File: src/rtl/uer_pkg.sv
package uer_pkg;

  typedef enum logic [2:0] {
    PH_IDLE,
    PH_TLOW,
    PH_THIGH,
    PH_WAIT,
    PH_MEAS
  } phase_t;

  typedef enum logic [1:0] {
    REG_TIMEOUT   = 2'd0,
    REG_TRIG_LOW  = 2'd1,
    REG_TRIG_HIGH = 2'd2
  } reg_idx_t;

  typedef struct packed {
    logic [15:0] timeout_ticks;
    logic [7:0]  trig_low_ticks;
    logic [7:0]  trig_high_ticks;
  } cfg_t;

  typedef struct packed {
    logic [13:0] last_distance_mm;
    logic [13:0] distance_mm;
    logic [15:0] pulse_ticks;
    logic        valid_res;
    logic        done_res;
    logic        busy_res;
    logic        trig;
  } res_t;

  localparam logic [15:0] TIMEOUT_RST   = 16'd60000;
  localparam logic [7:0]  TRIG_LOW_RST  = 8'd2;
  localparam logic [7:0]  TRIG_HIGH_RST = 8'd10;

  localparam logic [15:0] ELAPSED_MAX = 16'hFFFF;
  localparam logic [15:0] PULSE_MAX   = 16'hFFFF;
  localparam logic [13:0] DIST_MAX    = 14'h3FFF;

  // distance = (pulse * DIST_MUL + DIST_ROUND) / DIST_DIV, tracked as quotient/remainder
  localparam int unsigned DIST_MUL   = 1715;
  localparam int unsigned DIST_ROUND = 5000;
  localparam int unsigned DIST_DIV   = 10000;
  localparam logic [13:0] DIST_Q0    = 14'((DIST_MUL + DIST_ROUND) / DIST_DIV);
  localparam logic [13:0] DIST_R0    = 14'((DIST_MUL + DIST_ROUND) % DIST_DIV);

endpackage

File: src/rtl/uer_ctrl.sv
module uer_ctrl import uer_pkg::*; #(
  parameter int unsigned COUNT_MAX = 65535
) (
  input  logic clk,
  input  logic rst,
  input  logic step,
  input  logic start_req,
  input  logic echo,
  input  cfg_t cfg,
  output res_t res
);

  localparam int CW = $clog2(COUNT_MAX + 1);
  localparam logic [CW-1:0] WC_MAX = CW'(COUNT_MAX);

  phase_t      phase, phase_next;
  logic [7:0]  phase_ticks, phase_ticks_next;
  logic [15:0] elapsed_ticks, elapsed_ticks_next;
  logic [CW-1:0] width_count, width_count_next;
  logic [13:0] dist_q, dist_q_next;
  logic [13:0] dist_r, dist_r_next;
  logic        prev_echo;
  logic [13:0] held_distance, held_distance_next;

  phase_t      ph0;
  logic [7:0]  pt0, pt_inc;
  logic [15:0] el0;
  logic        go, rise, fall, fin_ok, tmo;
  logic [13:0] r_sum;

  assign go   = (phase == PH_IDLE) && start_req;
  assign rise = echo && !prev_echo;
  assign fall = !echo && prev_echo;
  assign ph0  = go ? ((cfg.trig_low_ticks != 8'd0) ? PH_TLOW : PH_THIGH) : phase;
  assign pt0  = go ? 8'd0 : phase_ticks;
  assign el0  = go ? 16'd0 : elapsed_ticks;
  assign pt_inc = pt0 + 8'd1;
  assign fin_ok = (ph0 == PH_MEAS) && fall;
  // timeout only when the echo did not finish on this tick
  assign tmo    = (ph0 != PH_IDLE) && !fin_ok && (el0 >= cfg.timeout_ticks);
  assign r_sum  = dist_r + 14'(DIST_MUL);

  // next phase
  always_comb begin
    phase_next = ph0;
    case (ph0)
      PH_TLOW:  if (pt_inc >= cfg.trig_low_ticks) phase_next = PH_THIGH;
      PH_THIGH: if (pt_inc >= cfg.trig_high_ticks) phase_next = PH_WAIT;
      PH_WAIT:  if (rise) phase_next = PH_MEAS;
      PH_MEAS:  if (fall) phase_next = PH_IDLE;
      default:  phase_next = PH_IDLE;
    endcase
    if (tmo) phase_next = PH_IDLE;
  end

  // counters and result
  always_comb begin
    phase_ticks_next   = pt0;
    elapsed_ticks_next = el0;
    width_count_next   = width_count;
    dist_q_next        = dist_q;
    dist_r_next        = dist_r;
    held_distance_next = held_distance;
    res                = '0;

    case (ph0)
      PH_TLOW: begin
        phase_ticks_next = (pt_inc >= cfg.trig_low_ticks) ? 8'd0 : pt_inc;
      end
      PH_THIGH: begin
        res.trig = 1'b1;
        phase_ticks_next = (pt_inc >= cfg.trig_high_ticks) ? 8'd0 : pt_inc;
      end
      PH_WAIT: begin
        if (rise) begin
          width_count_next = CW'(1);
          dist_q_next      = DIST_Q0;
          dist_r_next      = DIST_R0;
        end
      end
      PH_MEAS: begin
        if (fall) begin
          res.valid_res      = 1'b1;
          res.pulse_ticks    = (32'(width_count) > 32'(PULSE_MAX)) ? PULSE_MAX
                                                                    : 16'(width_count);
          res.distance_mm    = dist_q;
          held_distance_next = dist_q;
        end else if (width_count < WC_MAX) begin
          width_count_next = width_count + CW'(1);
          if (32'(r_sum) >= DIST_DIV) begin
            dist_r_next = r_sum - 14'(DIST_DIV);
            dist_q_next = (dist_q == DIST_MAX) ? dist_q : dist_q + 14'd1;
          end else begin
            dist_r_next = r_sum;
          end
        end
      end
      default: ;
    endcase

    if (ph0 != PH_IDLE && !fin_ok && !tmo && el0 < ELAPSED_MAX) begin
      elapsed_ticks_next = el0 + 16'd1;
    end

    res.done_res         = fin_ok || tmo;
    res.busy_res         = (phase_next != PH_IDLE);
    res.last_distance_mm = held_distance_next;
  end

  always_ff @(posedge clk) begin
    if (rst) begin
      phase         <= PH_IDLE;
      phase_ticks   <= '0;
      elapsed_ticks <= '0;
      width_count   <= '0;
      dist_q        <= '0;
      dist_r        <= '0;
      prev_echo     <= 1'b0;
      held_distance <= '0;
    end else if (step) begin
      phase         <= phase_next;
      phase_ticks   <= phase_ticks_next;
      elapsed_ticks <= elapsed_ticks_next;
      width_count   <= width_count_next;
      dist_q        <= dist_q_next;
      dist_r        <= dist_r_next;
      prev_echo     <= echo;
      held_distance <= held_distance_next;
    end
  end

endmodule

File: src/rtl/ultrasonic_echo_ranger.sv
// Ultrasonic echo ranger: one input word per microsecond tick, one result word per input.
// Input acceptance to result valid passes the input register, then the result register.
// Throughput: one word per cycle unless m_tready stalls; the counters and the remainder
// tracker mod 10000 update once per tick, so no multiplier or divider sits in the path.
// Reset (rst, synchronous, active high): idle phase, counters and held distance cleared,
// registers back to timeout 60000, trigger low 2, trigger high 10; both stages empty.
module ultrasonic_echo_ranger import uer_pkg::*; #(
  parameter int unsigned COUNT_MAX = 65535
) (
  input  logic        clk,
  input  logic        rst,
  // input stream
  input  logic        s_tvalid,
  output logic        s_tready,
  input  logic [7:0]  s_tdata,   // [0] start_req, [1] echo, [7:2] to be driven zero, not checked
  // result stream
  output logic        m_tvalid,
  input  logic        m_tready,
  output logic [47:0] m_tdata,   // [0] trig, [1] busy_res, [2] done_res, [3] valid_res,
                                 // [19:4] pulse_ticks, [33:20] distance_mm,
                                 // [47:34] last_distance_mm
  // configuration writes
  input  logic        cfg_valid,
  output logic        cfg_ready,
  input  logic [1:0]  cfg_index,
  input  logic [15:0] cfg_data
);

  cfg_t cfg;
  res_t res;

  // input stage
  logic a_valid;
  logic a_start;
  logic a_echo;
  logic step;

  // the staged word moves on when the result register is free or being drained
  assign step     = a_valid && (!m_tvalid || m_tready);
  assign s_tready = !a_valid || step;
  assign cfg_ready = 1'b1;

  always_ff @(posedge clk) begin
    if (rst) begin
      a_valid <= 1'b0;
    end else if (s_tready) begin
      a_valid <= s_tvalid;
    end
  end

  always_ff @(posedge clk) begin
    if (s_tvalid && s_tready) begin
      a_start <= s_tdata[0];
      a_echo  <= s_tdata[1];
    end
  end

  // configuration registers; unknown indexes are dropped
  always_ff @(posedge clk) begin
    if (rst) begin
      cfg.timeout_ticks   <= TIMEOUT_RST;
      cfg.trig_low_ticks  <= TRIG_LOW_RST;
      cfg.trig_high_ticks <= TRIG_HIGH_RST;
    end else if (cfg_valid) begin
      case (cfg_index)
        REG_TIMEOUT:   cfg.timeout_ticks   <= cfg_data;
        REG_TRIG_LOW:  cfg.trig_low_ticks  <= cfg_data[7:0];
        REG_TRIG_HIGH: cfg.trig_high_ticks <= cfg_data[7:0];
        default: ;
      endcase
    end
  end

  // measurement sequencer: trigger, echo wait, width count, timeout
  uer_ctrl #(
    .COUNT_MAX(COUNT_MAX)
  ) u_ctrl (
    .clk       (clk),
    .rst       (rst),
    .step      (step),
    .start_req (a_start),
    .echo      (a_echo),
    .cfg       (cfg),
    .res       (res)
  );

  // result register
  always_ff @(posedge clk) begin
    if (rst) begin
      m_tvalid <= 1'b0;
    end else if (step) begin
      m_tvalid <= 1'b1;
    end else if (m_tready) begin
      m_tvalid <= 1'b0;
    end
  end

  always_ff @(posedge clk) begin
    if (step) begin
      m_tdata <= res;
    end
  end

endmodule
File: config.mk
export PLATFORM = sky130hd
export DESIGN_NAME = ultrasonic_echo_ranger
export DESIGN_NICKNAME = d
export VERILOG_FILES = /design/src/rtl/uer_pkg.sv /design/src/rtl/uer_ctrl.sv /design/src/rtl/ultrasonic_echo_ranger.sv
export SDC_FILE = /design/constraint.sdc
export NUM_CORES = 1
export LEC_CHECK = 0
export BUFFER_PORTS_ARGS = -buffer_cell sky130_fd_sc_hd__buf_2
export CAP_MARGIN = 30
export CELL_PAD_IN_SITES_DETAIL_PLACEMENT = 0
export CELL_PAD_IN_SITES_GLOBAL_PLACEMENT = 1
export CORE_UTILIZATION = 45
export DETAILED_ROUTE_END_ITERATION = 16
export PLACE_DENSITY_LB_ADDON = 0.1
export SETUP_SLACK_MARGIN = 0.15
export SLEW_MARGIN = 20
export SYNTH_ARGS = -nofsm -noshare
export SYNTH_HDL_FRONTEND = slang
export SYNTH_HIERARCHICAL = 1
export SYNTH_SLANG_ARGS = --single-unit
File: constraint.sdc
create_clock -name clk -period 10.35 [get_ports clk]
set_input_delay 2.07 -clock clk [delete_from_list [all_inputs] [get_ports clk]]
set_output_delay 2.07 -clock clk [all_outputs]
set_load 0.1 [all_outputs]
[After elaboration in Yosys (flattened, before gate mapping)]
Index checks and enable logic that the tools add are counted.
Storage, ports and cells
  flip-flop bits (word level): 170
  input port bits: 31
  output and inout port bits: 51
  word-level logic and storage cells: 109
Operators by class
  $add $sub $neg: 6
  magnitude comparators: 6
  equality and inequality tests: 12
  muxes and demuxes: 35
  reduce and logical (&&, ||, !) cells: 32
Operators with widths (count)
  14-bit 2-to-1 mux: 11
  16-bit 2-to-1 mux: 5
  14-bit one-hot mux with 2 select lines: 2
  16-bit by 1-bit adder with 16-bit output, second input constant: 2
  16-bit less-than comparator, second input constant: 2
  16-bit one-hot mux with 2 select lines: 1
  8-bit 2-to-1 mux: 3
  3-bit 2-to-1 mux: 6
  16-bit >= comparator: 1
  8-bit >= comparator: 2
  8-bit one-hot mux with 2 select lines: 1
  14-bit by 1-bit adder with 14-bit output, second input constant: 1
  14-bit by 11-bit adder with 14-bit output, second input constant: 1
  14-bit == test, second input constant: 1
  14-bit >= comparator, second input constant: 1
  14-bit subtractor, second input constant: 1
  3-bit one-hot mux with 4 select lines: 1
  1-bit logical AND: 10
  8-bit by 1-bit adder with 8-bit output, second input constant: 1
  2-bit inequality test, second input constant: 4
  2-bit AND reduction: 4
  8-bit nonzero test: 1
  7-bit AND reduction: 1
  3-bit by 2-bit == test with 1-bit output, second input constant: 2
  14 further kinds: 26

[Depth between registers and ports, before layout]
Gate-level depths: netlist of the first run.
  depth in word-level cells: 12
  mapped depth: 17

[By module]
The synthesis of the first run kept the hierarchy.
Modules (own cells, without submodules)
  uer_ctrl: times used 1, cells an instance 794, area an instance 6038.3 µm², sequential area each 1721.7 µm²
  ultrasonic_echo_ranger: times used 1, cells an instance 192, area an instance 2920.3 µm², sequential area each 2182.1 µm²

[Least setup slack after synthesis of the first run]
OpenSTA, ideal clock, no wires.
  path kind: input to register
  start: input port m_tready
  end: register u_ctrl.width_count[15]
  arrival: 5.200 ns
  setup slack: 5.080 ns
  stages: 11
  path buffers: 2
  cell sequence: nand2b_1 > and2_1 > clkbuf_1 > inv_1 > nor4b_1 > or2_2 > clkbuf_1 > and3_1 > nand2_1 > or3_1 > a21oi_1
On the way
  cells in the longest elaborated chain, start to end: 3
Ends and longest elaborated chain
  from (decl): RTL line ultrasonic_echo_ranger.sv:18  | input logic m_tready,
  1-bit logical OR: RTL line ultrasonic_echo_ranger.sv:39  | assign step = a_valid && (!m_tvalid || m_tready);
  1-bit logical AND: RTL line ultrasonic_echo_ranger.sv:39
  named net step: RTL line ultrasonic_echo_ranger.sv:36  | logic step;
  5-bit AND reduction (no source line)
  to (signal assigned): RTL line uer_ctrl.sv:124  | width_count <= width_count_next;
  to (decl): RTL line uer_ctrl.sv:19  | logic [CW-1:0] width_count, width_count_next;
The timed path passes the listed nets, and every way through them passes these cells.
A chain may end at the register's enable or synchronous reset.

[Final worst setup path of the first run]
  start: input port m_tready
  end: register u_ctrl.width_count[9]
Same word-level chain as after synthesis.

==> metrics.csv, run 1 <==
metric;value;unit
maxCapViolations;0;
netlist_instances;986;
synth-async-reset-ratio;0;%
combPwrFrac;10.1;%
initial_core_util;46.0;%
finalSetupTns;0;ps
setup-violations-final;0;
worst_pin_slew;931;ps
worstSetupEndpointType;register;
p_int;0.00108;W
cp.required;10710;ps
cts_setup_buffers;0;
switching_share;28.3;%
powerDensity;149;mW/mm^2
fill_cells;1845;
path_class;in2reg;
io_buffers;74;
rsz0062_at_grt;false;
cts_tree;built;
start_kind;input pin;
layout_common_cells;120 x dfxtp_1, 88 x nor2_1, 85 x nand2_1;
power.leakage;4.24;nW
vias;6992;
critPathArrivalTime;5690;ps
synth_warnings;6;
grtUsageTotal;20.1;%
wl_per_cell;14.9;um
cts_hold_buf;0;
clock_latency;430;ps
synth_ff_type;dfxtp_1;
rows;51;
min_period;5330;ps
finish.utilization;51.9;%
synth_area_leaders;dfxtp_1 27%, edfxtp_1 17%, ha_1 5.6%;
placed_cell_area;0.00948;sq mm
htreeDepth;4;
die_h;143;um
slew_headroom;37.5;%
first_pass_iters;4;
layout_commonest_cell;dfxtp_1;
ir_drop;0.000107;V
fin_skew;13.5;ps
drc;0;
seqPwrFrac;47.1;%
drive_above_1_share;13.3;%
clock_sinks;170;
path_max_fanout;72;
yosysUniqueCellTypes;68;
instances_no_fill;1308;
fin_area;0.0101;sq mm
synth_edf_count;50;
die_x;143;um
ys_seq_area_share;43.6;%
area_growth;12.8;%
slew_viol_final;0;
power_frac_clock;42.9;%
num_io_pins;82;
rrSetupSlack;5880;ps
postRouteAntennaNets;0;
diodes;0;
numCtsBuffers;17;
ys_ff_latch;170;
grt_overflow;0;
placed_cells;1275;
min_path_type;reg2reg;
clockBufferDepth;2;
holdWs;465;ps
synth_area;0.00896;sq mm
yosys.area.top_type;dfxtp_1;
path_clk_slew;70;ps
wl;19600;um
ctsResizeCount;0;
grt_pass1_wl;32500;um
p_sw;0.000426;W
grt_max_degree;103;
root_buffer;clkbuf_16;
synth_top_area_share;26.8;%
synth_fp_nets;1057;
layout.nets;1101;
grt_antenna_before_repair;0;
max_freq;0.188;GHz
grt_pass1_vias;6489;
viasPerCell;5.35;
core;0.0195;sq mm
dp_hpwl;13100;um
die_area;0.0205;sq mm
finalCritPeriodShare;51.5;%
drtIter0Drc;368;
avgSynthCellArea;9.09;sq um
hold_viol;0;
status;finished, final reports clean;
place_congestion;0.792;
## cells in the mapped netlist, drive strengths merged, types with 9 or more instances
cell and count:
nand3 32, and2 20, nor3 15, nand4 10, o21ai 29, mux2i 38, clkbuf 37, ha 40
inv 46, buf 22, dfxtp 120, a21oi 70, a21o 24, a31oi 9, nand2 85, edfxtp 50
xor2 19, nor2 88, nand2b 39, and3 59, mux2 12, xnor2 9, a211oi 14
## flip-flops by register name, summed over array words and instances, names as in the netlist, 3 cells and up
signal and cells:
u_ctrl/phase_ticks 8, u_ctrl/dist_r 14, u_ctrl/elapsed_ticks 16, u_ctrl/phase 3, cfg 32, u_ctrl/width_count 16, u_ctrl/dist_q 14, m_tdata 48
u_ctrl/held_distance 14
## critical path, stage by stage
cell and delay (ps):
buf_2 80, nand2b_1 110, and2_2 140, buf_4 640, inv_1 630, nor4b_1 580
or2_2 440, and3_1 300, nand2_1 180, or3_1 340, a21oi_1 140
## power groups by stage
stage               Combinational (W)  Sequential [W]  Clock (W)
CTS                          0.000151        0.000708   0.000662
global route                 0.000162        0.000709   0.000689
global placement             0.000150        0.000722          0
floorplan                   0.0000532        0.000791          0
detailed placement           0.000151        0.000723          0
finish                       0.000151        0.000707   0.000645
## cell families (layout without fill, tap and decap cells)
family          Yosys count  after routing  share of synthesized area (%)
mux                      50             50                           5.75
fa+ha+maj                40             40                           5.59
buf+inv                 105            162                           4.79
compound gates          203            203                           14.8
other cells               1              1                         0.0419
xor+xnor                 28             28                           2.74
flops                   170            170                           43.6
simple gates            389            389                           22.7
## worst paths after layout
path / from / to / depth (start not counted)
worst min-delay path: u_ctrl/dist_r[13]$_SDFFE_PP0P_ / u_ctrl/dist_r[13]$_SDFFE_PP0P_ / 2
worst min register to register: u_ctrl/dist_r[13]$_SDFFE_PP0P_ / u_ctrl/dist_r[13]$_SDFFE_PP0P_ / 2
worst max-delay path: m_tready / u_ctrl/width_count[9]$_SDFFE_PP0P_ / 11
worst max register to register: u_ctrl/dist_r[0]$_SDFFE_PP0P_ / u_ctrl/dist_q[10]$_SDFFE_PP0P_ / 14
## cell type report
class                           instances  area (sq um)  share of cell area (%)
Inverter                               46           173                    1.71
Timing Repair Buffer                   84           468                    4.63
Tap cell                              265           332                    3.28
Multi-Input combinational cell        711          4630                    45.8
Clock buffer                           17           425                    4.21
Sequential cell                       170          3900                    38.6
Clock inverter                         15           174                    1.72
## routing by layer
| layer | up-vias | share of wire (%) | track usage (%) |
|---|---|---|---|
| met5 | - | 0 | 0 |
| met4 | 0 | 1.1 | 5.60 |
| met3 | 15 | 2.7 | 3.29 |
| met2 | 97 | 46 | 32.4 |
| met1 | 3283 | 51 | 27.6 |
| li1 | 3597 | - | - |
## metrics by stage
step                      setup WS (ps)  power (W)
final                              5020    0.00150
after global routing               4640    0.00156
after CTS                          4990    0.00152
after detailed placement           4540   0.000874
after global placement             4630   0.000873
after floorplan                    5080   0.000844
Note: power is estimated with default switching activity, not from simulation.
==> run 2: changes to the inputs <==
ABC_AREA = 1   (was unset)
CORE_UTILIZATION = 40   (was 45)
clock period = 4.9 ns   (was 10.35 ns; I/O delays follow)
==> run 2 against run 1 <==
  * Sequential share of layout area fell by 2.8 points
  * Non-clock buffer count is 1 higher
  * Cell count increased by 31%
  * Global-route usage down 0.99 points
  * Sequential power increased by 110%
  * Largest cell class unchanged
==> metrics.csv, run 2 <==
metric;value;unit;change
path_max_fanout;14;;was 72
synth-async-reset-ratio;0;%;unchanged
rsz0062_at_grt;false;;unchanged
finish.utilization;46.2;%;was 51.9%
core;0.0236;sq mm;was 0.0195 sq mm
reg2regPathDepth;18;;was 14
grtUsageTotal;19.1;%;was 20.1%
finalSetupTns;0;ps;unchanged
critPathArrivalTime;3970;ps;was 5690 ps
netlist_instances;1330;;was 986
grt_max_degree;62;;was 103
worstSetupEndpointType;register;;unchanged
fill_cells;2506;;was 1845
r2r_start;u_ctrl/phase[0]$_SDFFE_PP0P_;;was u_ctrl/dist_r[0]$_SDFFE_PP0P_
vias;8318;;was 6992
place_congestion;0.799;;was 0.792
layout_commonest_cell;nand2_1;;was dfxtp_1
io_buffers;74;;unchanged
ys_ff_latch;170;;unchanged
maxCapViolations;0;;unchanged
die_x;157;um;was 143 um
min_period;3620;ps;
slew_headroom;51.4;%;was 37.5%
fin_skew;16.5;ps;was 13.5 ps
grt_pass1_wl;37900;um;was 32500 um
rows;56;;was 51
slew_viol_final;0;;unchanged
avgSynthCellArea;7.27;sq um;was 9.09 sq um
grt_overflow;0;;unchanged
htreeDepth;4;;unchanged
first_pass_iters;5;;was 4
grt_antenna_before_repair;0;;unchanged
synth_warnings;6;;unchanged
diodes;0;;unchanged
drtIter0Drc;405;;was 368
ir_drop;0.000240;V;was 0.000107 V
hold_path_startpoint;cfg[21]$_SDFFE_PP1P_;;was u_ctrl/dist_r[13]$_SDFFE_PP0P_
path_class;reg2reg;;was in2reg
cts_setup_buffers;0;;unchanged
initial_core_util;40.9;%;was 46.0%
layout.nets;1457;;was 1101
yosys.area.top_type;dfxtp_1;;unchanged
clock_latency;430;ps;about the same
min_path_type;reg2reg;;unchanged
power.leakage;4.92;nW;was 4.24 nW
die_h;157;um;was 143 um
ys_seq_area_share;40.4;%;was 43.6%
yosysUniqueCellTypes;45;;was 68
ctsResizeCount;0;;unchanged
postRouteAntennaNets;0;;unchanged
synth_ff_type;dfxtp_1;;unchanged
grt_pass1_vias;7761;;was 6489
cts_hold_buf;0;;unchanged
wl_per_cell;13.1;um;was 14.9 um
wl;22500;um;was 19600 um
dp_hpwl;15900;um;was 13100 um
status;finished, final reports clean;;unchanged
synth_commonest_cells;282 x nand2_1, 202 x inv_1, 164 x nor2_1;;was 120 x dfxtp_1, 88 x nor2_1, 85 x nand2_1
num_io_pins;82;;unchanged
synth_fp_nets;1401;;was 1057
setup-violations-final;0;;unchanged
cts_tree;built;;unchanged
synth_area;0.00967;sq mm;was 0.00896 sq mm
clockBufferDepth;2;;unchanged
top_register;m_tdata;;unchanged
hold_viol;0;;unchanged
clock_sinks;170;;unchanged
synth_edf_count;50;;unchanged
root_buffer;clkbuf_16;;unchanged
synth_area_leaders;dfxtp_1 25%, edfxtp_1 16%, nand2_1 11%;;was dfxtp_1 27%, edfxtp_1 17%, ha_1 5.6%
die_area;0.0248;sq mm;was 0.0205 sq mm
largest_reg_flops;48;;unchanged
rrSetupSlack;1280;ps;was 5880 ps
worst_pin_slew;728;ps;was 931 ps
crit-reg2reg-capture;u_ctrl/phase_ticks[1]$_SDFFE_PP0P_;;was u_ctrl/dist_q[10]$_SDFFE_PP0P_
holdPathEnd;cfg[21]$_SDFFE_PP1P_;;was u_ctrl/dist_r[13]$_SDFFE_PP0P_
path_clk_slew;70;ps;about the same
drc;0;;unchanged
area_growth;12.7;%;was 12.8%
powerDensity;309;mW/mm^2;was 149 mW/mm^2
viasPerCell;4.84;;was 5.35
cp.required;5250;ps;was 10710 ps
synth_most_common_cell;nand2_1;;was dfxtp_1
whs_path_depth;2;;unchanged
finalCritPeriodShare;73.8;%;
numCtsBuffers;17;;unchanged
max_freq;0.277;GHz;
synth_top_area_share;24.8;%;was 26.8%
drive_above_1_share;12.7;%;was 13.3%
top_regs;m_tdata (48), cfg (32);;unchanged
start_kind;register;;was input pin
layout_common_cells;282 x nand2_1, 202 x inv_1, 163 x nor2_1;;was 120 x dfxtp_1, 88 x nor2_1, 85 x nand2_1
[run 2: cell count changes after synthesis, moves of 55 or more]
cell / before / now
nand2_1: 85 / 282
nor2_1: 88 / 164
nand3_1: 32 / 98
and3_1: 55 / 0
inv_1: 46 / 202
[run 2: cell families after synthesis]
kind of cell               count (synthesis)  synth area share (%)
and+or+nand+nor                          642                  30.1
AOI/OAI and AO/OA                        188                  10.5
adders and majority gates                 40                  5.18
buffers and inverters                    261                  11.2
other                                      1                0.0388
xor gates and xnor gates                  28                  2.54
DFF                                      170                  40.4
[run 2: through the flow]
| step | cell area, sq um | std cells | worst slack (ps) | hold WS, ps | power [W] |
|---|---|---|---|---|---|
| 5_1_grt | 10900 | 1718 | 793 | 485 | 0.00352 |
| 6_report | 10900 | 1718 | 1280 | 460 | 0.00337 |
| 3_3_place_gp | 10200 | 1685 | 1310 | 440 | 0.00200 |
| 3_5_place_dp | 10200 | 1685 | 1300 | 444 | 0.00200 |
| 2_1_floorplan | 9670 | 1330 | 479 | 429 | 0.00190 |
| 4_1_cts | 10900 | 1717 | 1260 | 463 | 0.00341 |
[run 2: worst max-delay path by stage]
stage,start,endpoint,slack (ps),depth (start not counted)
after floorplan,m_tready,u_ctrl/width_count[7]$_SDFFE_PP0P_,480,12
after global placement,u_ctrl/phase[0]$_SDFFE_PP0P_,u_ctrl/phase_ticks[1]$_SDFFE_PP0P_,1310,18
after detailed placement,u_ctrl/phase[2]$_SDFFE_PP0P_,u_ctrl/phase_ticks[1]$_SDFFE_PP0P_,1300,18
after CTS,u_ctrl/phase[2]$_SDFFE_PP0P_,u_ctrl/phase_ticks[1]$_SDFFE_PP0P_,1260,18
after global routing,u_ctrl/phase[0]$_SDFFE_PP0P_,u_ctrl/phase_ticks[1]$_SDFFE_PP0P_,790,16
final,u_ctrl/phase[0]$_SDFFE_PP0P_,u_ctrl/phase_ticks[1]$_SDFFE_PP0P_,1280,18
[run 2: power breakdown]
group	internal, W	switching (W)
logic	0.000106	0.000339
clock network	0.000709	0.000695
registers	0.00150	0.0000233
[run 2: cell type report]
type / instances / area, sq um / area share, %
multi-input cells: 899 / 4700 / 43.1
flip-flops and latches: 170 / 3900 / 35.8
inverters: 213 / 800 / 7.34
repair buffers: 85 / 460 / 4.22
clock buffers: 17 / 425 / 3.90
well taps: 319 / 399 / 3.66
clock inverters: 15 / 214 / 1.96
[run 2: per-layer routing]
metal | vias up | track usage [%] | wire (um)
li1 | 4414 | - | -
met1 | 3788 | 24.5 | 10800
met3 | 8 | 2.48 | 456
met2 | 108 | 33.8 | 11100
met4 | 0 | 4.44 | 143
met5 | - | 0 | 0
[run 2: critical path, cell delays in order, from the launching register on]
cell and delay [ps]:
dfxtp_1 370, inv_1 100, nand3_2 90, buf_4 230, nand2_1 130, nor3_1 280
nand2_1 90, nor2_1 150, nand3_1 100, xor2_1 150, inv_1 140, ha_1 270
a21oi_1 140, o21ai_0 100, nor3b_1 380, nand3_1 150, o21ai_1 380, nand3_1 140
a31oi_1 150
